### src/hdl/fcwa_pkg.sv
// Package with the flow cache types, sizes and register codes.
`timescale 1ns / 1ps
package fcwa_pkg;

   localparam int CACHE_ENTRIES = 64;
   localparam int IDX_W = $clog2(CACHE_ENTRIES);
   localparam int CNT_W = $clog2(CACHE_ENTRIES + 1);
   localparam int LIM_W = 7;
   localparam int TMO_W = 22;
   localparam int CSR_W = 12;
   localparam logic [9:0] MS_PER_S = 10'd1000;

   localparam logic [1:0] REG_ACTIVE = 2'd0;
   localparam logic [1:0] REG_INACTIVE = 2'd1;
   localparam logic [1:0] REG_LIMIT = 2'd2;

   typedef struct packed {
      logic [31:0] src_ip;
      logic [31:0] dst_ip;
      logic [15:0] src_port;
      logic [15:0] dst_port;
      logic [7:0]  proto;
      logic [7:0]  tos;
      logic [7:0]  flags;
      logic [31:0] packets;
      logic [31:0] bytes;
      logic [31:0] first_ms;
      logic [31:0] last_ms;
   } flow_type;

   typedef struct packed {
      logic     valid;
      flow_type flow;
   } entry_type;

   typedef struct packed {
      logic push;
      logic finish;
   } out_cmd_type;

   typedef struct packed {
      logic can_push;
      logic can_finish;
   } out_sts_type;

endpackage

### src/hdl/fcwa_out.sv
// Pending export stage and output register of the flow cache.
`timescale 1ns / 1ps
module fcwa_out import fcwa_pkg::*; (
   input  logic        clock,
   input  logic        reset,
   input  out_cmd_type cmd,
   input  flow_type    flow_new,
   output out_sts_type sts,
   output logic        rsp_valid,
   input  logic        rsp_ready,
   output flow_type    rsp_flow,
   output logic        rsp_eor
);

   logic     pend_v_ff, pend_v_in;
   flow_type pend_ff;
   logic     out_v_ff, out_v_in;
   flow_type out_ff;
   logic     eor_ff;
   logic     out_free;
   logic     do_push, do_finish;

   assign out_free = !out_v_ff || rsp_ready;
   assign sts.can_push = !pend_v_ff || out_free;
   assign sts.can_finish = !pend_v_ff || out_free;
   assign do_push = cmd.push && sts.can_push;
   assign do_finish = cmd.finish && pend_v_ff && out_free;

   always_comb begin
      pend_v_in = pend_v_ff;
      out_v_in = out_v_ff && !rsp_ready;
      if (do_push) begin
         pend_v_in = 1'b1;
         if (pend_v_ff) begin
            out_v_in = 1'b1;
         end
      end else if (do_finish) begin
         pend_v_in = 1'b0;
         out_v_in = 1'b1;
      end
   end

   always_ff @(posedge clock) begin
      if (reset) begin
         pend_v_ff <= 1'b0;
         out_v_ff <= 1'b0;
      end else begin
         pend_v_ff <= pend_v_in;
         out_v_ff <= out_v_in;
      end
   end

   always_ff @(posedge clock) begin
      if (do_push) begin
         pend_ff <= flow_new;
         if (pend_v_ff) begin
            out_ff <= pend_ff;
            eor_ff <= 1'b0;
         end
      end else if (do_finish) begin
         out_ff <= pend_ff;
         eor_ff <= 1'b1;
      end
   end

   assign rsp_valid = out_v_ff;
   assign rsp_flow = out_ff;
   assign rsp_eor = eor_ff;

endmodule

### config.mk
export PLATFORM = sky130hd
export DESIGN_NAME = fcwa_out
export DESIGN_NICKNAME = d
export VERILOG_FILES = /design/src/hdl/fcwa_pkg.sv /design/src/hdl/fcwa_out.sv
export SDC_FILE = /design/constraint.sdc
export NUM_CORES = 1
export LEC_CHECK = 0
export ABC_CLOCK_PERIOD_IN_PS = 13300
export CAP_MARGIN = 10
export CORE_AREA = 2 2 199 201
export DETAILED_ROUTE_END_ITERATION = 8
export DIE_AREA = 0 0 201 203
export DONT_BUFFER_PORTS = 1
export HOLD_SLACK_MARGIN = 0.08
export SLEW_MARGIN = 20
export SYNTH_ARGS = -nofsm -noshare
export SYNTH_HDL_FRONTEND = slang
export SYNTH_SLANG_ARGS = --single-unit
### constraint.sdc
create_clock -name clock -period 13.3 [get_ports clock]
set_clock_uncertainty 0.15 [all_clocks]
set_input_delay 0.665 -clock clock [delete_from_list [all_inputs] [get_ports clock]]
set_output_delay 0.665 -clock clock [all_outputs]
set_load 0.05 [all_outputs]
==> results of run 1 <==
-- cell usage after synthesis --
cell | count | share of area, %
a21oi_1 | 1 | 0.033
a311oi_2 | 1 | 0.10
and2_2 | 1 | 0.050
buf_4 | 1 | 0.050
dfxtp_1 | 2 | 0.27
edfxtp_1 | 497 | 99
inv_1 | 1 | 0.025
nand2_1 | 1 | 0.025
nand2b_4 | 1 | 0.091
nand3b_1 | 1 | 0.050
nor2_1 | 1 | 0.025
nor2b_1 | 1 | 0.042
o21ai_0 | 1 | 0.033
-- per-stage QoR --
stage	setup WS [ns]	hold slack (ns)
2_1_floorplan	0.539	0.250
3_3_place_gp	9.20	0.250
3_5_place_dp	9.08	0.255
-- logic make-up after synthesis --
| kind of cell | synth area share, % |
|---|---|
| compound gates | 0.166 |
| flops | 99.5 |
| buf+inv | 0.0749 |
| simple gates | 0.283 |
==> run_results.csv, run 1 <==
group,metric,value,unit
die,die_h,203,um
die,start_util,39.1,%
yosys,yosysUniqueCellTypes,13,
yosys,syn_inst,510,
yosys,synth_seq_cells,499,
place,numPlacedInstances,1033,
cts,cts_hold_buf,225,
yosys,yosysWarnings,0,
outcome,outcome,"stopped before the end",
yosys,syn_area,15000,um2
cts,cts_sinks,499,
cts,post_cts_resized,0,
place,hpwlAfterDp,19.6,mm
place,io_buffers,0,
die,num_rows,72,
cts,clock-root-buffer,"clkbuf_16",
outcome,tool.error,"[ERROR RSZ-0060] Max buffer count reached.",
place,place_congestion,0.801,
cts,cts_buffers,49,
die,dieWidth,201,um
die,ios,505,
cts,postCtsSetupRepairBufs,0,
yosys,synth_nets,763,
place,place_area,15700,um2
cts,cts.path.max_buffers,3,
outcome,failed_stage,"clock tree synthesis",
cts,htree_levels,2,
yosys,ys_seq_area_share,99.5,%
yosys,syn_area_per_cell,29.5,um2
==> inputs of run 2 (changes only) <==
- ABC_CLOCK_PERIOD_IN_PS: 13300 -> 17290
- CORE_AREA: 2 2 199 201 -> default
- CORE_UTILIZATION: default -> 35
- DIE_AREA: 0 0 201 203 -> default
- HOLD_SLACK_MARGIN: 0.08 -> default
- PLACE_DENSITY_LB_ADDON: default -> 0.15
- clock period: 13.3 -> 17.29 ns (I/O delays scaled with it)
==> run_results.csv, run 2 <==
group,metric,value,unit
die,ios,505,
yosys,synth_mux_area_share,0,%
place,place_congestion,0.776,
hold_path,worstHoldEndpoint,"pend_v_ff$_SDFFE_PP0P_",
place,dp_slack,12.69,ns
yosys,synth-edff-count,497,
critical_path,critical_path_buf_inv_count,2,
sta,report.final.slew_viol_count,0,
die,die_h,209,um
critical_path,cpMostUsedCell,"buf_4",
detailed_routing,drt_iter0_markers,503,
cts,clock-root-buffer,"clkbuf_16",
yosys,synth_top_area_share,99.2,%
global_route,grt_start_max_net_pins,83,
yosys,synth_area_leaders,"edfxtp_1 99%, dfxtp_1 0.27%, a311oi_2 0.10%, nand2b_4 0.091%, and2_2 0.050%",
yosys,ys_seq_area_share,99.5,%
die,fp.coreArea,42100,um2
place,io_buffers,0,
critical_path,reg2reg_slack,12.93,ns
pwr,vdd_drop_max,0.0830,mV
sta,slew_headroom,25.0,%
yosys,synthAdderAreaFrac,0,%
critical_path,reg2reg_depth,4,
global_route,grt_pass1_vias,5361,
yosys,async_flop_share,0,%
sta,period_needed,4.36,ns
yosys,syn_area,15000,um2
global_route,grt_util_all_layers,13.0,%
cts,postCtsSetupRepairBufs,0,
yosys,yosys.cell_count.top_type,"edfxtp_1",
critical_path,r2r-end,"pend_ff[65]$_DFFE_PP_",
detailed_routing,ant_nets,0,
critical_path,path_class,"flop to flop",
detailed_routing,dr.pass1.iters,4,
flow_run,drv_cap,0,
die,num_rows,75,
critical_path,crit_arrival,4.39,ns
sta,fin_tns_setup,0,ns
critical_path,cp-startpoint,"rsp_valid$_SDFF_PP0_",
critical_path,path_cells,"nand3b_1 > and2_4 > buf_4 > buf_4",
cts,htree_levels,2,
critical_path,crit_family,"simple AND/OR/NAND/NOR gates",
yosys,yosys.area.top_type,"edfxtp_1",
cts,clk_pin_slew,0.06,ns
pwr,pwr_density_cell,149,nW/um2
detailed_routing,wirelength,29.6,mm
sta,fin_ws,12.93,ns
yosys,yosysUniqueCellTypes,13,
die,dieWidth,209,um
cts,post_cts_resized,0,
critical_path,cp-start-kind,"flop",
yosys,synth_nets,763,
cts,cts.path.max_buffers,3,
yosys,syn_area_per_cell,29.5,um2
hold_path,hold_class,"input port to flop",
yosys,synth_compound_area_share,0.166,%
hold_path,holdPathStages,1,
detailed_routing,wire_per_inst,25.7,um
cts,cts_sinks,499,
layout,nNetsFinal,821,
sta,period_share,25.2,%
sta,setup_viol,0,
critical_path,cp_slowest_stage_delay,0.94,ns
cts,cts_buffers,50,
layout,final_cell_mix,"497 x edfxtp_1, 53 x clkbuf_16, 12 x clkbuf_1, 11 x clkinv_1",
global_route,antenna_found_initial,12,
sta,rsz0062_at_grt,"no",
die,dieArea,43800,um2
yosys,synth_seq_cells,499,
layout,layout-drive-gt1-share,13.0,%
critical_path,required,17.32,ns
hold_path,hp-start,"reset",
layout,area_growth,15.4,%
sta,hold_viol,0,
sta,timing_worst_slew_pin_value,1.12,ns
yosys,synthTopCellsByCount,"497 x edfxtp_1, 2 x dfxtp_1",
critical_path,cp_slowest_cell,"nand3b_1",
outcome,outcome,"finished, final reports clean",
die,start_util,35.7,%
critical_path,rr_startpoint,"rsp_valid$_SDFF_PP0_",
place,hpwlAfterDp,20.1,mm
global_route,grt_overflow,0,
global_route,grt_first_pass_wirelength,40.1,mm
detailed_routing,num_vias,5209,
yosys,syn_inst,510,
yosys,synth_ff_type,"edfxtp_1",
detailed_routing,viasPerCell,4.53,
critical_path,crit_fanout,78,
yosys,yosysWarnings,0,
layout,final_common_cell,"edfxtp_1",
yosys,yosys.area_share.simple,0.283,%
cts,cts_hold_buf,0,
detailed_routing,post-route-drc-count,0,
yosys,synth_top_family_by_area,"simple AND/OR/NAND/NOR gates",
cts,cts_tree,"done",
yosys,synth_xor_area_share,0,%
cts,insertion_delay,0.57,ns
sta,fmax,229,MHz
pwr,p_leak,5.59,nW
critical_path,endpoint_kind,"flop",
==> run 2: cell counts after synthesis <==
Identical to the previous run, type by type.
==> run 2: layer usage <==
layer	global-route usage, %	vias up	part of all wire (%)	wire length [um]
li1	-	2211	-	-
met1	13.0	2633	33	9770
met2	22.9	281	54	15900
met3	6.25	66	10	3010
met4	5.81	18	2.7	793
met5	0	-	0.40	117
==> run 2: cell type report <==
| cell class | count | area (um2) |
|---|---|---|
| Timing Repair Buffer | 7 | 52.6 |
| Multi-Input combinational cell | 9 | 76.3 |
| Clock inverter | 26 | 209 |
| Sequential cell | 499 | 15000 |
| Clock buffer | 65 | 1370 |
| Tap cell | 539 | 674 |
| Fill cell | 3578 | 24800 |
| Antenna cell | 3 | 7.51 |
| Inverter | 1 | 3.75 |
==> run 2: worst reg2reg max path, cell delays in order, from the launching register on <==
cell and delay, ns:
dfxtp_1 0.51, nand3b_1 0.94, and2_4 0.68, buf_4 0.69, buf_4 0.94
==> run 2: stage by stage <==
step	power (mW)	util [%]	cells	area, um2	hold WS, ns
2_1_floorplan	1.57	-	510	15000	0.250
3_3_place_gp	1.58	37.4	1055	15800	0.250
3_5_place_dp	1.58	37.4	1055	15800	0.255
4_1_cts	2.62	41.2	1146	17400	0.164
5_1_grt	2.67	41.2	1147	17400	0.180
6_report	2.58	41.2	1149	17400	0.212
==> run 2: where the power goes <==
group          leakage (nW)  total (mW)  switching [mW]  internal (mW)
clock network         0.771        1.03           0.428          0.603
registers              4.74        1.52           0.113           1.41
logic                0.0746      0.0300          0.0279        0.00206
total                  5.59        2.58           0.569           2.01
==> run 2: worst max-delay path by stage <==
stage	to	slack, ns	cells after the start
global placement	pend_ff[106]$_DFFE_PP_	12.80	4
CTS	pend_ff[217]$_DFFE_PP_	12.89	4
floorplan	rsp_eor$_DFFE_PP_	4.33	2
finish	pend_ff[65]$_DFFE_PP_	12.93	4
detailed placement	pend_ff[176]$_DFFE_PP_	12.69	4
global route	pend_ff[110]$_DFFE_PP_	12.69	4
==> run 2: logic make-up (layout without fill, tap and decap cells) <==
| family | count (synthesis) | in the layout |
|---|---|---|
| flip-flops | 499 | 499 |
| buffers and inverters | 2 | 99 |
| other | 0 | 3 |
| AND/OR/NAND/NOR | 6 | 6 |
| AO/OA/AOI/OAI | 3 | 3 |
Power figures use the tool's default switching activity.
